===== src/rtl/stepper_home_and_center_defines.svh =====
// ----------------------------------------------------------------------------
// stepper_home_and_center_defines
// assertion macros used by the homing sequencer rtl
// ----------------------------------------------------------------------------
`ifndef STEPPER_HOME_AND_CENTER_DEFINES_SVH
`define STEPPER_HOME_AND_CENTER_DEFINES_SVH

// same-cycle implication, checked at every rising edge outside reset
`define SHC_ASSERT_NOW(lbl, ante, cons, msg) \
   lbl: assert property (@(posedge clock) disable iff (reset) (ante) |-> (cons)) \
      else $error(msg);

// next-cycle implication, checked at every rising edge outside reset
`define SHC_ASSERT_NEXT(lbl, ante, cons, msg) \
   lbl: assert property (@(posedge clock) disable iff (reset) (ante) |=> (cons)) \
      else $error(msg);

`endif


===== src/rtl/shc_pkg.sv =====
// ----------------------------------------------------------------------------
// shc_pkg
// types and constants of the stepper homing and centring sequencer
// ----------------------------------------------------------------------------
`default_nettype none

package shc_pkg;

   // width of the travel step counter
   localparam int COUNT_BITS = 16;
   localparam logic [COUNT_BITS-1:0] COUNT_MAX = {COUNT_BITS{1'b1}};

   // register reset values
   localparam logic [15:0] HALF_PERIOD_RESET = 16'd2000;
   localparam logic [7:0]  CHUNK_STEPS_RESET = 8'd5;

   // register indexes
   localparam logic CSR_HALF_PERIOD = 1'b0;
   localparam logic CSR_CHUNK_STEPS = 1'b1;

   // sequencer phases
   typedef enum logic [2:0] {
      PH_IDLE   = 3'd0,
      PH_LEFT   = 3'd1,
      PH_RIGHT  = 3'd2,
      PH_CENTER = 3'd3
   } phase_type;

   // one request: a timer tick with its inputs
   typedef struct packed {
      logic start_req;
      logic left_limit;
      logic right_limit;
   } req_type;

   // one response per tick
   typedef struct packed {
      logic        step_level;
      logic        direction;
      logic        enable_n;
      logic        busy_res;
      logic        done_res;
      logic [15:0] travel_steps;
   } rsp_type;

endpackage

`default_nettype wire


===== src/rtl/stepper_home_and_center.sv =====
// ----------------------------------------------------------------------------
// stepper_home_and_center
// homing and centring sequencer for a stepper driver, one request per tick
// ----------------------------------------------------------------------------
// Takes one request (timer tick) every clock cycle and returns one response
// per request. The response is valid once the request has passed the request
// register and the response register. The request register holds the tick
// while the sequencer update runs into the response register. With no stall on the
// response side a request is taken at every edge. A stalled response holds
// the request register and the sequencer state together, so no tick is lost.
// The user must write registers through the csr port only while no request or
// response is in flight; the block does not enforce it. A write during a run
// takes effect at the next pulse or chunk load.
`default_nettype none

module stepper_home_and_center
   import shc_pkg::*;
(
   input  wire logic        clock,
   input  wire logic        reset,
   // request channel
   input  wire logic        req_valid,
   output      logic        req_stall,
   input  wire req_type     req_data,
   // response channel
   output      logic        rsp_valid,
   input  wire logic        rsp_stall,
   output      rsp_type     rsp_data,
   // register write port
   input  wire logic        csr_we,
   input  wire logic        csr_index,
   input  wire logic [15:0] csr_wdata
);

`include "stepper_home_and_center_defines.svh"

   // registers
   logic [15:0]           half_period_ff;
   logic [7:0]            chunk_steps_ff;

   logic                  s1_valid_ff, s1_valid_in;
   req_type               s1_req_ff;
   logic                  rsp_valid_ff, rsp_valid_in;
   rsp_type               rsp_ff, rsp_in;

   phase_type             phase_ff, phase_in;
   logic [15:0]           timer_ff, timer_in;
   logic                  pulse_ff, pulse_in;
   logic [7:0]            chunk_ff, chunk_in;
   logic [COUNT_BITS-1:0] travel_ff, travel_in;
   logic [COUNT_BITS-1:0] center_ff, center_in;
   logic                  done_in;

   logic                  s2_take, s1_adv, req_acc;
   logic [15:0]           half_eff;
   logic [7:0]            chunk_eff;
   logic                  step_end, chk_left, chk_right;
   logic [7:0]            chunk_dec;
   logic [COUNT_BITS+15:0] travel_wide;

   // handshake
   assign s2_take   = !rsp_valid_ff || !rsp_stall;
   assign s1_adv    = s1_valid_ff && s2_take;
   assign req_stall = s1_valid_ff && !s2_take;
   assign req_acc   = req_valid && !req_stall;

   assign s1_valid_in  = req_acc ? 1'b1 : (s1_adv ? 1'b0 : s1_valid_ff);
   assign rsp_valid_in = s1_adv ? 1'b1 : (rsp_stall ? rsp_valid_ff : 1'b0);

   assign rsp_valid = rsp_valid_ff;
   assign rsp_data  = rsp_ff;

   // zero settings act as one
   assign half_eff  = (half_period_ff == 16'd0) ? 16'd1 : half_period_ff;
   assign chunk_eff = (chunk_steps_ff == 8'd0) ? 8'd1 : chunk_steps_ff;

   // next state of the sequencer for the request in the input register
   always_comb begin
      phase_in  = phase_ff;
      timer_in  = timer_ff;
      pulse_in  = pulse_ff;
      chunk_in  = chunk_ff;
      travel_in = travel_ff;
      center_in = center_ff;
      done_in   = 1'b0;
      step_end  = 1'b0;
      chk_left  = 1'b0;
      chk_right = 1'b0;
      chunk_dec = (chunk_ff != 8'd0) ? chunk_ff - 8'd1 : 8'd0;

      // pulse timer: high half, low half, then step ends
      if (phase_ff == PH_LEFT || phase_ff == PH_RIGHT || phase_ff == PH_CENTER) begin
         if (timer_ff > 16'd1) begin
            timer_in = timer_ff - 16'd1;
         end else if (pulse_ff) begin
            pulse_in = 1'b0;
            timer_in = half_eff;
         end else begin
            timer_in = 16'd0;
            step_end = 1'b1;
         end
      end

      case (phase_ff)
         PH_LEFT: begin
            if (step_end) begin
               chunk_in = chunk_dec;
               if (chunk_dec == 8'd0) begin
                  chk_left = 1'b1;
               end else begin
                  pulse_in = 1'b1;
                  timer_in = half_eff;
               end
            end
         end
         PH_RIGHT: begin
            if (step_end) begin
               if (travel_ff != COUNT_MAX) begin
                  travel_in = travel_ff + 1'b1;
               end
               chunk_in = chunk_dec;
               if (chunk_dec == 8'd0) begin
                  chk_right = 1'b1;
               end else begin
                  pulse_in = 1'b1;
                  timer_in = half_eff;
               end
            end
         end
         PH_CENTER: begin
            if (step_end) begin
               if (center_ff <= COUNT_BITS'(1)) begin
                  phase_in  = PH_IDLE;
                  pulse_in  = 1'b0;
                  timer_in  = 16'd0;
                  chunk_in  = 8'd0;
                  center_in = '0;
                  done_in   = 1'b1;
               end else begin
                  center_in = center_ff - 1'b1;
                  pulse_in  = 1'b1;
                  timer_in  = half_eff;
               end
            end
         end
         default: begin
            phase_in = PH_IDLE;
            if (s1_req_ff.start_req) begin
               travel_in = '0;
               chk_left  = 1'b1;
            end
         end
      endcase

      // left limit check at a chunk boundary
      if (chk_left) begin
         if (s1_req_ff.left_limit) begin
            chk_right = 1'b1;
         end else begin
            phase_in = PH_LEFT;
            chunk_in = chunk_eff;
            pulse_in = 1'b1;
            timer_in = half_eff;
         end
      end

      // right limit check, may go straight on to centring or completion
      if (chk_right) begin
         if (s1_req_ff.right_limit) begin
            center_in = travel_in >> 1;
            if ((travel_in >> 1) == '0) begin
               phase_in  = PH_IDLE;
               pulse_in  = 1'b0;
               timer_in  = 16'd0;
               chunk_in  = 8'd0;
               center_in = '0;
               done_in   = 1'b1;
            end else begin
               phase_in = PH_CENTER;
               pulse_in = 1'b1;
               timer_in = half_eff;
            end
         end else begin
            phase_in = PH_RIGHT;
            chunk_in = chunk_eff;
            pulse_in = 1'b1;
            timer_in = half_eff;
         end
      end
   end

   // response fields from the updated state
   assign travel_wide = {16'd0, travel_in};

   always_comb begin
      rsp_in.step_level = pulse_in;
      rsp_in.direction  = (phase_in == PH_LEFT) || (phase_in == PH_CENTER);
      rsp_in.busy_res   = (phase_in != PH_IDLE);
      rsp_in.enable_n   = (phase_in == PH_IDLE);
      rsp_in.done_res   = done_in;
      rsp_in.travel_steps = (travel_wide > (COUNT_BITS+16)'(16'hFFFF)) ?
                            16'hFFFF : travel_wide[15:0];
   end

   // control registers
   always_ff @(posedge clock) begin
      if (reset) begin
         s1_valid_ff    <= 1'b0;
         rsp_valid_ff   <= 1'b0;
         half_period_ff <= HALF_PERIOD_RESET;
         chunk_steps_ff <= CHUNK_STEPS_RESET;
         phase_ff       <= PH_IDLE;
         timer_ff       <= 16'd0;
         pulse_ff       <= 1'b0;
         chunk_ff       <= 8'd0;
         travel_ff      <= '0;
         center_ff      <= '0;
      end else begin
         s1_valid_ff  <= s1_valid_in;
         rsp_valid_ff <= rsp_valid_in;
         if (csr_we) begin
            case (csr_index)
               CSR_HALF_PERIOD: half_period_ff <= csr_wdata;
               CSR_CHUNK_STEPS: chunk_steps_ff <= csr_wdata[7:0];
               default: ;
            endcase
         end
         if (s1_adv) begin
            phase_ff  <= phase_in;
            timer_ff  <= timer_in;
            pulse_ff  <= pulse_in;
            chunk_ff  <= chunk_in;
            travel_ff <= travel_in;
            center_ff <= center_in;
         end
      end
   end

   // payload registers
   always_ff @(posedge clock) begin
      if (req_acc) begin
         s1_req_ff <= req_data;
      end
      if (s1_adv) begin
         rsp_ff <= rsp_in;
      end
   end

   // checks
   `SHC_ASSERT_NOW(a_done_not_busy, rsp_valid_ff && rsp_ff.done_res, !rsp_ff.busy_res,
      "completing response shows busy")
   `SHC_ASSERT_NOW(a_idle_quiet, phase_ff == PH_IDLE, !pulse_ff && timer_ff == 16'd0,
      "step pulse or timer active while idle")
   `SHC_ASSERT_NOW(a_center_only, phase_ff != PH_CENTER, center_ff == '0,
      "centring count left outside centring")
   `SHC_ASSERT_NEXT(a_travel_mono, phase_ff != PH_IDLE, travel_ff >= $past(travel_ff),
      "travel count dropped during a run")

endmodule

`default_nettype wire

===== config.mk =====
export PLATFORM = sky130hd
export DESIGN_NAME = stepper_home_and_center
export DESIGN_NICKNAME = d
export VERILOG_FILES = /design/src/rtl/shc_pkg.sv /design/src/rtl/stepper_home_and_center.sv
export VERILOG_INCLUDE_DIRS = /design/src /design/src/rtl
export SDC_FILE = /design/constraint.sdc
export NUM_CORES = 1
export LEC_CHECK = 0
export CORE_ASPECT_RATIO = 0.9
export CORE_MARGIN = 2
export CORE_UTILIZATION = 61
export CTS_BUF_LIST = sky130_fd_sc_hd__clkbuf_4 sky130_fd_sc_hd__clkbuf_8
export DETAILED_ROUTE_END_ITERATION = 8
export DONT_BUFFER_PORTS = 1
export PLACE_DENSITY = 0.77
export REMOVE_ABC_BUFFERS = 1
export SLEW_MARGIN = 20
export SYNTH_ARGS = -nofsm -noshare
export SYNTH_HDL_FRONTEND = slang
export SYNTH_SLANG_ARGS = --single-unit

===== constraint.sdc =====
create_clock -name clock -period 3.63 [get_ports clock]
set_input_delay 0.363 -clock clock [delete_from_list [all_inputs] [get_ports clock]]
set_output_delay 0.363 -clock clock [all_outputs]
set_load 0.05 [all_outputs]

==> summary.txt, run 1 <==
sequential area share after synthesis: 37.5%
post-synthesis cell count: 843
clk_skew: 0.00891 ns
First-pass DRT Iterations: 7
CTS Buf Count: 9
Routed Antenna Nets: 0
combinational share of power: 23.7%
adder-cell share of the synthesized area: 1.34%
most instantiated cells after synthesis: 113 x nor2_1, 110 x nand2_1, 86 x dfxtp_1
CTS Hold Bufs: 0
multiplexer area fraction after synthesis: 1.25%
CTS max path bufs: 2
H-Tree Depth: 3
PortBufs: 0
Leak: 0.00254 µW
async set or reset register ratio after synthesis: 0%
outcome: complete, but fails checks
diodes inserted: 0
cell-internal power: 1890 µW
Period minus WS final: 3.46 ns
fraction of layout cells with a size suffix above 1: 10.3%
area of the core: 10300 µm²
FF+latch count, synth: 110
Layout Utilization: 67.9%
global-route wire length before repair: 30.2 mm
clk slew on worst S/H paths: 0.10 ns
Ys Warns: 0
Final HPWL DP: 13.4 mm
gr usage total: 32.7%
DR DRC count: 1
cells taking the most area after synthesis: dfxtp_1 26%, edfxtp_1 11%, nor2_1 6.5%, nand2_1 6.3%, a21oi_1 5.9%
Post-synth EDFFs: 24
die area: 11500 µm²
Synth Area in Compound Gates: 22.1%
number of global-route vias before repair: 5862
HP Class: in -> reg
GR Overflow Total: 0
Ports: 48
pin slew with the least headroom to its limit: 1.02 ns
CP Launch Type: flop
Die Y-Extent: 102 µm
XOR/XNOR share of the synthesized area: 1.75%
post-synth top area share: 26.4%
WHS: 0.0423 ns
TritonCTS clock tree: done
Via density: 6.61
final net count: 883
clock group share of total power: 25.5%
Worst Path Class, Setup: reg -> reg
die span in x: 113 µm
WP data arrival: 3.57 ns
Initial Utilization: 63.0%
post-synth cell types: 77
Final setup viols: 0
Sw Share: 33.5%
Clock Latency Late Sink: 0.38 ns
sw power: 950 µW
cell taking the most area after synthesis: dfxtp_1
pwr dens: 404 nW/µm²
RSZ-0062 raised after global routing: true
Slew HR: 32.1%
Main synth FF type: dfxtp_1
Final Hold Viols: 0
critical path endpoint category: flop
Synth Area per Inst: 7.73 µm²
CTS root buffer: clkbuf_8
peak supply drop: 376 µV
Num Clock Sinks: 110
largest family of logic cells by synthesized area: simple AND/OR/NAND/NOR gates
crit path max fanout: 9
largest net degree at the start of global routing: 91
Routed Wire Length: 18.6 mm
fmax: 289 MHz
# rows: 35
Post-Synth Simple-Gate Area: 31.8%
Worst EP required: 3.74 ns
initial antenna violation count: 0
iteration-0 DRC count of the detailed router: 645
Final period util: 95.4%
DR vias: 6504
failing checks: design-rule violations
setup_tns: 0 ns
max-slew violation count: 0
FILL cells: 861
sequential share of power: 50.8%
MaxCap Viol Count: 0
most common cell in the netlist: nor2_1
Syn-to-layout area delta: 7.76%
Avg WL per Cell: 18.9 µm
synthesized area: 6510 µm²
GP Congestion: 0.953
==> metal layers <==
metal	share of wire (%)	wire length [µm]	global-route usage [%]	vias to the layer above
met4	1.0	187	8.16	0
met5	0	0	0	-
met2	44	8210	49.9	308
li1	-	-	-	3088
met3	9.4	1740	5.99	18
met1	45	8430	48.4	3090
==> state kept, by name, indices dropped and copies added, names as in the netlist, 8 cells and up <==
register / cells
center_ff: 16
chunk_steps_ff: 8
rsp_data: 21
half_period_ff: 16
chunk_ff: 8
travel_ff: 16
timer_ff: 16
==> power groups by stage <==
stage / clock network [µW] / logic (µW) / registers [µW]
after floorplan: 0 / 445 / 1450
after global placement: 0 / 624 / 1460
after detailed placement: 0 / 640 / 1470
after CTS: 737 / 647 / 1440
after global routing: 769 / 732 / 1450
final: 724 / 671 / 1440
==> what timing repair did <==
| action | in CTS | in global routing |
|---|---|---|
| gates resized for setup | 1 | 4 |
| pin swaps | 0 | 1 |
| endpoints found under the setup margin | 1 | 25 |
| buffers inserted | 0 | 1 |
==> final cells by class <==
cell class	instances	area, µm²	share of cell area [%]
clock buffers	10	131	1.87
clock inverters	5	51.3	0.731
inverters	25	93.8	1.34
multi-input cells	662	3820	54.4
flip-flops and latches	110	2440	34.8
well taps	129	161	2.30
repair buffers	43	323	4.60
==> final timing paths <==
check	startpoint	end	slack, ns	cells past startpoint
worst max-delay path	timer_ff[0]	rsp_data[17]	0.17	12
worst min register to register	center_ff[5]	center_ff[5]	0.46	2
worst max register to register	timer_ff[0]	rsp_data[17]	0.17	12
worst min-delay path	reset	chunk_steps_ff[6]	0.04	1
==> placed cells by master (no fill, tap or decap), drive strengths merged, types with 13 or more instances in the layout <==
cell type	instances
inv	25
nor4	21
nand2	111
dfxtp	86
edfxtp	24
buf	43
a211oi	13
and2	14
o21ai	53
nor2	113
nor3	37
nand3	25
a21oi	77
==> worst max-delay path: stages (launching register included) <==
cell	delay [ns]
dfxtp_1	0.37
inv_1	0.12
ha_1	0.21
nor2_1	0.08
nor4bb_2	0.43
nand2_2	0.10
buf_4	0.17
o311a_1	0.34
a31oi_1	0.30
and4b_1	0.26
nand3_2	0.24
o21ai_1	0.43
nand3_1	0.14
==> kinds of logic after synthesis <==
group	after synthesis
flops	110
compound gates	227
fa+ha+maj	7
xor+xnor	13
simple gates	407
buf+inv	71
mux	8
==> per-stage QoR <==
stage	instance area, µm²	power [µW]	std cells	setup WS, ns
2_1_floorplan	6330	1890	797	-0.640
3_3_place_gp	6800	2090	968	0.156
3_5_place_dp	6800	2110	968	0.0132
4_1_cts	6990	2820	983	0.0873
5_1_grt	7020	2950	984	-0.0429
6_report	7020	2840	984	0.167
(Power assumes the default switching activity.)
==> inputs of run 2 (changes only) <==
--- a/config.mk
+++ b/config.mk
@@ -7,12 +7,12 @@
 export NUM_CORES = 1
 export LEC_CHECK = 0
 export CORE_ASPECT_RATIO = 0.9
-export CORE_MARGIN = 2
-export CORE_UTILIZATION = 61
+export CORE_MARGIN = 5
+export CORE_UTILIZATION = 56
 export CTS_BUF_LIST = sky130_fd_sc_hd__clkbuf_4 sky130_fd_sc_hd__clkbuf_8
 export DETAILED_ROUTE_END_ITERATION = 8
 export DONT_BUFFER_PORTS = 1
-export PLACE_DENSITY = 0.77
+export PLACE_DENSITY = 0.71
 export REMOVE_ABC_BUFFERS = 1
 export SLEW_MARGIN = 20
 export SYNTH_ARGS = -nofsm -noshare
==> summary.txt, run 2 (synthesis gave the netlist of run 1 again) <==
sequential share of power: 49.1% (-1.7 points)
outcome: finished clean
final std cells w/o fill: 1014 (+3.0%)
DR vias: 6458 (-0.71%)
register area: 2440 µm² (unchanged)
global-route wire length before repair: 30.5 mm (+1.1%)
Routed Wire Length: 19.0 mm (+2.4%)
CTS root buffer: clkbuf_8
pwr dens: 413 nW/µm² (+2.1%)
initial antenna violation count: 0 (unchanged)
Clock Latency Late Sink: 0.40 ns (+0.02 ns)
final net count: 885 (+0.23%)
Sw Share: 33.2% (-0.27 points)
Ports: 48 (unchanged)
Initial Utilization: 57.0% (-6.1 points)
commonest non-fill, non-tap cell in the layout: nor2_1
multi-input logic area: 3830 µm² (+0.43%)
Avg WL per Cell: 18.8 µm (-0.59%)
most frequent cells in the layout: 113 x nor2_1, 110 x nand2_1, 86 x dfxtp_1
Worst Path Buf+Inv: 3 (+1)
gr usage total: 27.5% (-5.2 points)
Top delay family on crit path: simple AND/OR/NAND/NOR gates
Final Power: 2940 µW (+3.6%)
reg2reg end: chunk_ff[2]
max-slew violation count: 0 (unchanged)
Layout Utilization: 62.3% (-5.7 points)
reg2reg start: timer_ff[1]
peak supply drop: 268 µV (-29%)
Final HPWL DP: 13.8 mm (+3.7%)
clock group share of total power: 28.1% (+2.6 points)
H-Tree Depth: 3 (unchanged)
MaxCap Viol Count: 0 (unchanged)
highest metal used: met4
HP Class: in -> reg
CTS Buf Count: 9 (unchanged)
CTS Hold Bufs: 0 (unchanged)
Period minus WS final: 3.47 ns (+0.00526 ns)
TritonCTS clock tree: done
GR Overflow Total: 0 (unchanged)
First-pass DRT Iterations: 5 (-2)
Syn-to-layout area delta: 9.30%
clk slew on worst S/H paths: 0.11 ns (about the same)
Worst EP required: 3.89 ns (+0.15 ns)
pin slew with the least headroom to its limit: 0.774 ns (-0.242 ns)
CP Depth: 13 (+1)
Crit-path slowest cell: a2111oi_1
PortBufs: 0 (unchanged)
Critical path origin: timer_ff[1]
Final setup viols: 0 (unchanged)
cells along the critical path: inv_1 -> ha_1 -> or2_2 -> nand4_2 -> nor4_1 -> buf_4 -> a41oi_1 -> a311oi_1 -> nor3_1 -> nand3_2 -> buf_4 -> o22ai_1 -> a2111oi_1
fraction of layout cells with a size suffix above 1: 10.8% (+0.55 points)
die area: 13900 µm² (+21%)
R2R cell count: 13 (+1)
crit path max fanout: 8 (-1)
sw power: 976 µW (+2.8%)
Worst Path Class, Setup: reg -> reg
largest net degree at the start of global routing: 91 (unchanged)
FILL cells: 1070 (+24%)
DR DRC count: 0 (-1)
M1 WL: 8.91 mm (+5.7%)
Most Frequent Cell on Critical Path: buf_4
diodes inserted: 0 (unchanged)
cell-internal power: 1960 µW (+4.0%)
critical path endpoint category: flop
combinational share of power: 22.8% (-0.9 points)
fmax: 288 MHz (-0.15%)
met3 wire len: 1.52 mm (-13%)
FF-to-FF setup slack: 0.16 ns (about the same)
placed cell count: 997 (+3.0%)
number of global-route vias before repair: 5806 (-0.96%)
area of the core: 11400 µm² (+11%)
CP Launch Type: flop
WP data arrival: 3.73 ns (+0.16 ns)
clk_skew: 0.0209 ns (+0.0120 ns)
GP Congestion: 0.940 (-1.4%)
CP max stage delay: 0.50 ns (+0.07 ns)
Final period util: 95.5% (+0.14 points)
Routed Antenna Nets: 0 (unchanged)
Num Clock Sinks: 110 (unchanged)
CP endpoint: chunk_ff[2]
Via density: 6.37 (-3.6%)
Die Y-Extent: 112 µm (+10%)
max reg flops: 21 (unchanged)
iteration-0 DRC count of the detailed router: 604 (-6.4%)
die span in x: 124 µm (+9.5%)
CTS max path bufs: 2 (unchanged)
Leak: 0.00257 µW (+1.3%)
met2 wire length: 8.23 mm (+0.15%)
Final Hold Viols: 0 (unchanged)
# rows: 37 (+5.7%)
Slew HR: 47.8% (+16 points)
==> run 2: cell types whose count changed in the layout (fill, tap and decap cells not counted), sizes merged <==
cell / before / now
buf: 43 / 45
clkinv: 4 / 2
inv: 25 / 27
clkinvlp: 0 / 1
bufinv: 1 / 2
clkbuf: 10 / 9
==> run 2: metal layers <==
metal | global-route usage, % | vias up
li1 | - | 3092
met5 | 0 | -
met4 | 7.16 | 0
met3 | 5.29 | 33
met1 | 42.3 | 3057
met2 | 39.2 | 276
==> run 2: area by class of cell <==
type | count | area share, %
multi-input cells | 662 | 53.8
flip-flops and latches | 110 | 34.3
repair buffers | 45 | 4.75
well taps | 156 | 2.74
clock buffers | 9 | 1.74
clock inverters | 7 | 1.32
inverters | 25 | 1.32
==> run 2: worst min-delay path by stage <==
stage / cells after the start / end / start
2_1_floorplan: 2 / center_ff[5] / center_ff[5]
3_3_place_gp: 2 / center_ff[5] / center_ff[5]
3_5_place_dp: 1 / chunk_steps_ff[7] / reset
4_1_cts: 1 / chunk_steps_ff[7] / reset
5_1_grt: 1 / chunk_steps_ff[7] / reset
6_report: 1 / chunk_steps_ff[7] / reset
==> run 2: power by group through the flow <==
stage	clock, µW	sequential [µW]	combinational, µW
after floorplan	0	1450	445
after global placement	0	1470	632
after detailed placement	0	1470	639
after CTS	849	1440	643
after global routing	897	1450	738
final	826	1440	670
==> run 2: metrics by stage <==
stage	setup TNS (ns)	hold slack, ns	cell area [µm²]	worst slack [ns]
floorplan	-18.84	0.425	6330	-0.640
global placement	0	0.436	6850	0.218
detailed placement	0	0.441	6850	0.167
CTS	0	0.00308	7070	0.126
global route	-0.0134	0.00406	7120	-0.0134
finish	0	0.0282	7120	0.162
==> run 2: repair_timing <==
item                                    in CTS  in global routing
gates resized for setup                      0                  8
setup buffers                                0                  1
endpoints found under the hold margin        0                  0
endpoints found under the setup margin       0                 28
==> inputs of run 3 (changes only) <==
--- a/config.mk
+++ b/config.mk
@@ -6,6 +6,7 @@
 export SDC_FILE = /design/constraint.sdc
 export NUM_CORES = 1
 export LEC_CHECK = 0
+export CAP_MARGIN = 30
 export CORE_ASPECT_RATIO = 0.9
 export CORE_MARGIN = 5
 export CORE_UTILIZATION = 56
@@ -14,6 +15,7 @@
 export DONT_BUFFER_PORTS = 1
 export PLACE_DENSITY = 0.71
 export REMOVE_ABC_BUFFERS = 1
+export SKIP_LAST_GASP = 1
 export SLEW_MARGIN = 20
 export SYNTH_ARGS = -nofsm -noshare
 export SYNTH_HDL_FRONTEND = slang
==> constraint.sdc (replaced) <==
create_clock -name clock -period 3.6 [get_ports clock]
set_input_delay 0.36 -clock clock [delete_from_list [all_inputs] [get_ports clock]]
set_output_delay 0.36 -clock clock [all_outputs]
set_load 0.05 [all_outputs]
==> summary.txt, run 3 (synthesis gave the netlist of run 1 again) <==
outcome: finished clean
Via density: 6.26 (-1.7%)
setup ws final: 0.220 ns (+0.0582 ns)
largest net degree at the start of global routing: 82 (-9.9%)
Final Power: 3010 µW (+2.3%)
First-pass DRT Iterations: 5 (unchanged)
H-Tree Depth: 3 (unchanged)
commonest non-fill, non-tap cell in the layout: nor2_1
Worst EP required: 3.75 ns (-0.14 ns)
Clock Latency Late Sink: 0.41 ns (about the same)
die area: 13900 µm² (unchanged)
clk_skew: 0.0131 ns (-0.00779 ns)
MaxCap Viol Count: 0 (unchanged)
number of global-route vias before repair: 5842 (+0.62%)
Die Y-Extent: 112 µm (unchanged)
clock group share of total power: 28.8% (+0.7 points)
final net count: 890 (+0.56%)
Sw Share: 33.6% (+0.38 points)
placed cell count: 998 (+0.10%)
Avg WL per Cell: 18.7 µm (-0.24%)
sw power: 1010 µW (+3.5%)
Slew HR: 53.7% (+5.9 points)
gr usage total: 27.5% (about the same)
fmax: 296 MHz (+2.6%)
Final Hold Viols: 0 (unchanged)
max reg flops: 21 (unchanged)
Num Clock Sinks: 110 (unchanged)
global-route wire length before repair: 30.2 mm (-1.0%)
die span in x: 124 µm (unchanged)
DR DRC count: 0 (unchanged)
# rows: 37 (unchanged)
highest metal used: met4
pwr dens: 419 nW/µm² (+1.6%)
most frequent cells in the layout: 113 x nor2_1, 110 x nand2_1, 86 x dfxtp_1
PortBufs: 0 (unchanged)
RSZ-0062 raised after global routing: false
pin slew with the least headroom to its limit: 0.692 ns (-0.0819 ns)
Final HPWL DP: 13.5 mm (-2.7%)
GR Overflow Total: 0 (unchanged)
WP data arrival: 3.53 ns (-0.20 ns)
max-slew violation count: 0 (unchanged)
diodes inserted: 0 (unchanged)
GP Congestion: 0.908 (-3.4%)
combinational share of power: 23.0% (+0.2 points)
peak supply drop: 280 µV (+4.8%)
Final period util: 93.9% (-1.7 points)
Post-Place Worst Slack: 0.154 ns (-0.0131 ns)
CTS Buf Count: 9 (unchanged)
Period minus WS final: 3.38 ns (-0.0882 ns)
cell-internal power: 2000 µW (+1.7%)
TritonCTS clock tree: done
Worst Path Class, Setup: reg -> reg
iteration-0 DRC count of the detailed router: 593 (-1.8%)
Syn-to-layout area delta: 10.1%
CTS root buffer: clkbuf_8
crit path max fanout: 16 (+8)
critical path endpoint category: flop
met3 wire len: 1.71 mm (+13%)
met2 wire length: 8.06 mm (-2.1%)
HP Class: in -> reg
area of the core: 11400 µm² (unchanged)
FILL cells: 1030 (-3.7%)
clk slew on worst S/H paths: 0.11 ns (about the same)
DR vias: 6377 (-1.3%)
Final setup viols: 0 (unchanged)
Ports: 48 (unchanged)
sequential share of power: 48.2% (-0.9 points)
Leak: 0.00259 µW (+0.78%)
initial antenna violation count: 0 (unchanged)
Routed Wire Length: 19.1 mm (+0.25%)
multi-input logic area: 3810 µm² (-0.49%)
CP Launch Type: flop
M1 WL: 8.91 mm (about the same)
CTS max path bufs: 2 (unchanged)
register area: 2440 µm² (unchanged)
fraction of layout cells with a size suffix above 1: 10.9% (+0.053 points)
final std cells w/o fill: 1019 (+0.49%)
postcts setup bufs: 0 (unchanged)
Initial Utilization: 57.0% (unchanged)
Routed Antenna Nets: 0 (unchanged)
==> run 3: stage by stage <==
stage | hold WS [ns] | utilization (%) | setup TNS, ns | area, µm²
after floorplan | 0.425 | - | -21.12 | 6330
after global placement | 0.435 | 60.1 | 0 | 6870
after detailed placement | 0.438 | 60.1 | 0 | 6870
after CTS | 0.000273 | 62.4 | 0 | 7130
after global routing | 0.00219 | 62.7 | 0 | 7170
final | 0.0404 | 62.7 | 0 | 7170
==> run 3: worst max-delay path, cell delays in order (launching register included) <==
cell and delay, ns:
dfxtp_1 0.40, buf_4 0.18, nor2b_1 0.29, o21ai_0 0.30
buf_4 0.27, nor2_1 0.43, nor3_1 0.18, nor3_1 0.30
nand3_2 0.27, o21ai_2 0.25, buf_12 0.18, nand3_1 0.08
==> run 3: worst paths after layout <==
check / startpoint / end / slack [ns] / depth (start not counted)
worst min-delay path: reset / chunk_ff[2] / 0.04 / 1
worst min register to register: center_ff[5] / center_ff[5] / 0.45 / 2
worst max register to register: phase_ff[1] / rsp_data[17] / 0.22 / 11
worst max-delay path: phase_ff[1] / rsp_data[17] / 0.22 / 11
==> run 3: power groups by stage <==
stage	clock network [µW]	registers [µW]	logic, µW
floorplan	0	1460	448
global placement	0	1470	651
detailed placement	0	1480	660
CTS	882	1450	670
global route	938	1460	757
finish	866	1450	690
==> run 3: layout make-up <==
class | instances | area share (%)
Multi-Input combinational cell | 662 | 53.2
Inverter | 25 | 1.31
Clock inverter | 7 | 1.48
Clock buffer | 9 | 1.73
Tap cell | 156 | 2.72
Timing Repair Buffer | 50 | 5.55
Sequential cell | 110 | 34.0
==> run 3: per-layer routing <==
| layer | up-vias | GRT usage [%] |
|---|---|---|
| li1 | 3107 | - |
| met1 | 2988 | 39.4 |
| met2 | 254 | 40.5 |
| met3 | 28 | 7.56 |
| met4 | 0 | 7.97 |
| met5 | - | 0 |
==> run 3: what timing repair did <==
action	CTS	global route
setup endpoints to repair	0	10
hold buffers	3	1
gates resized for setup	0	4
hold endpoints to repair	9	12
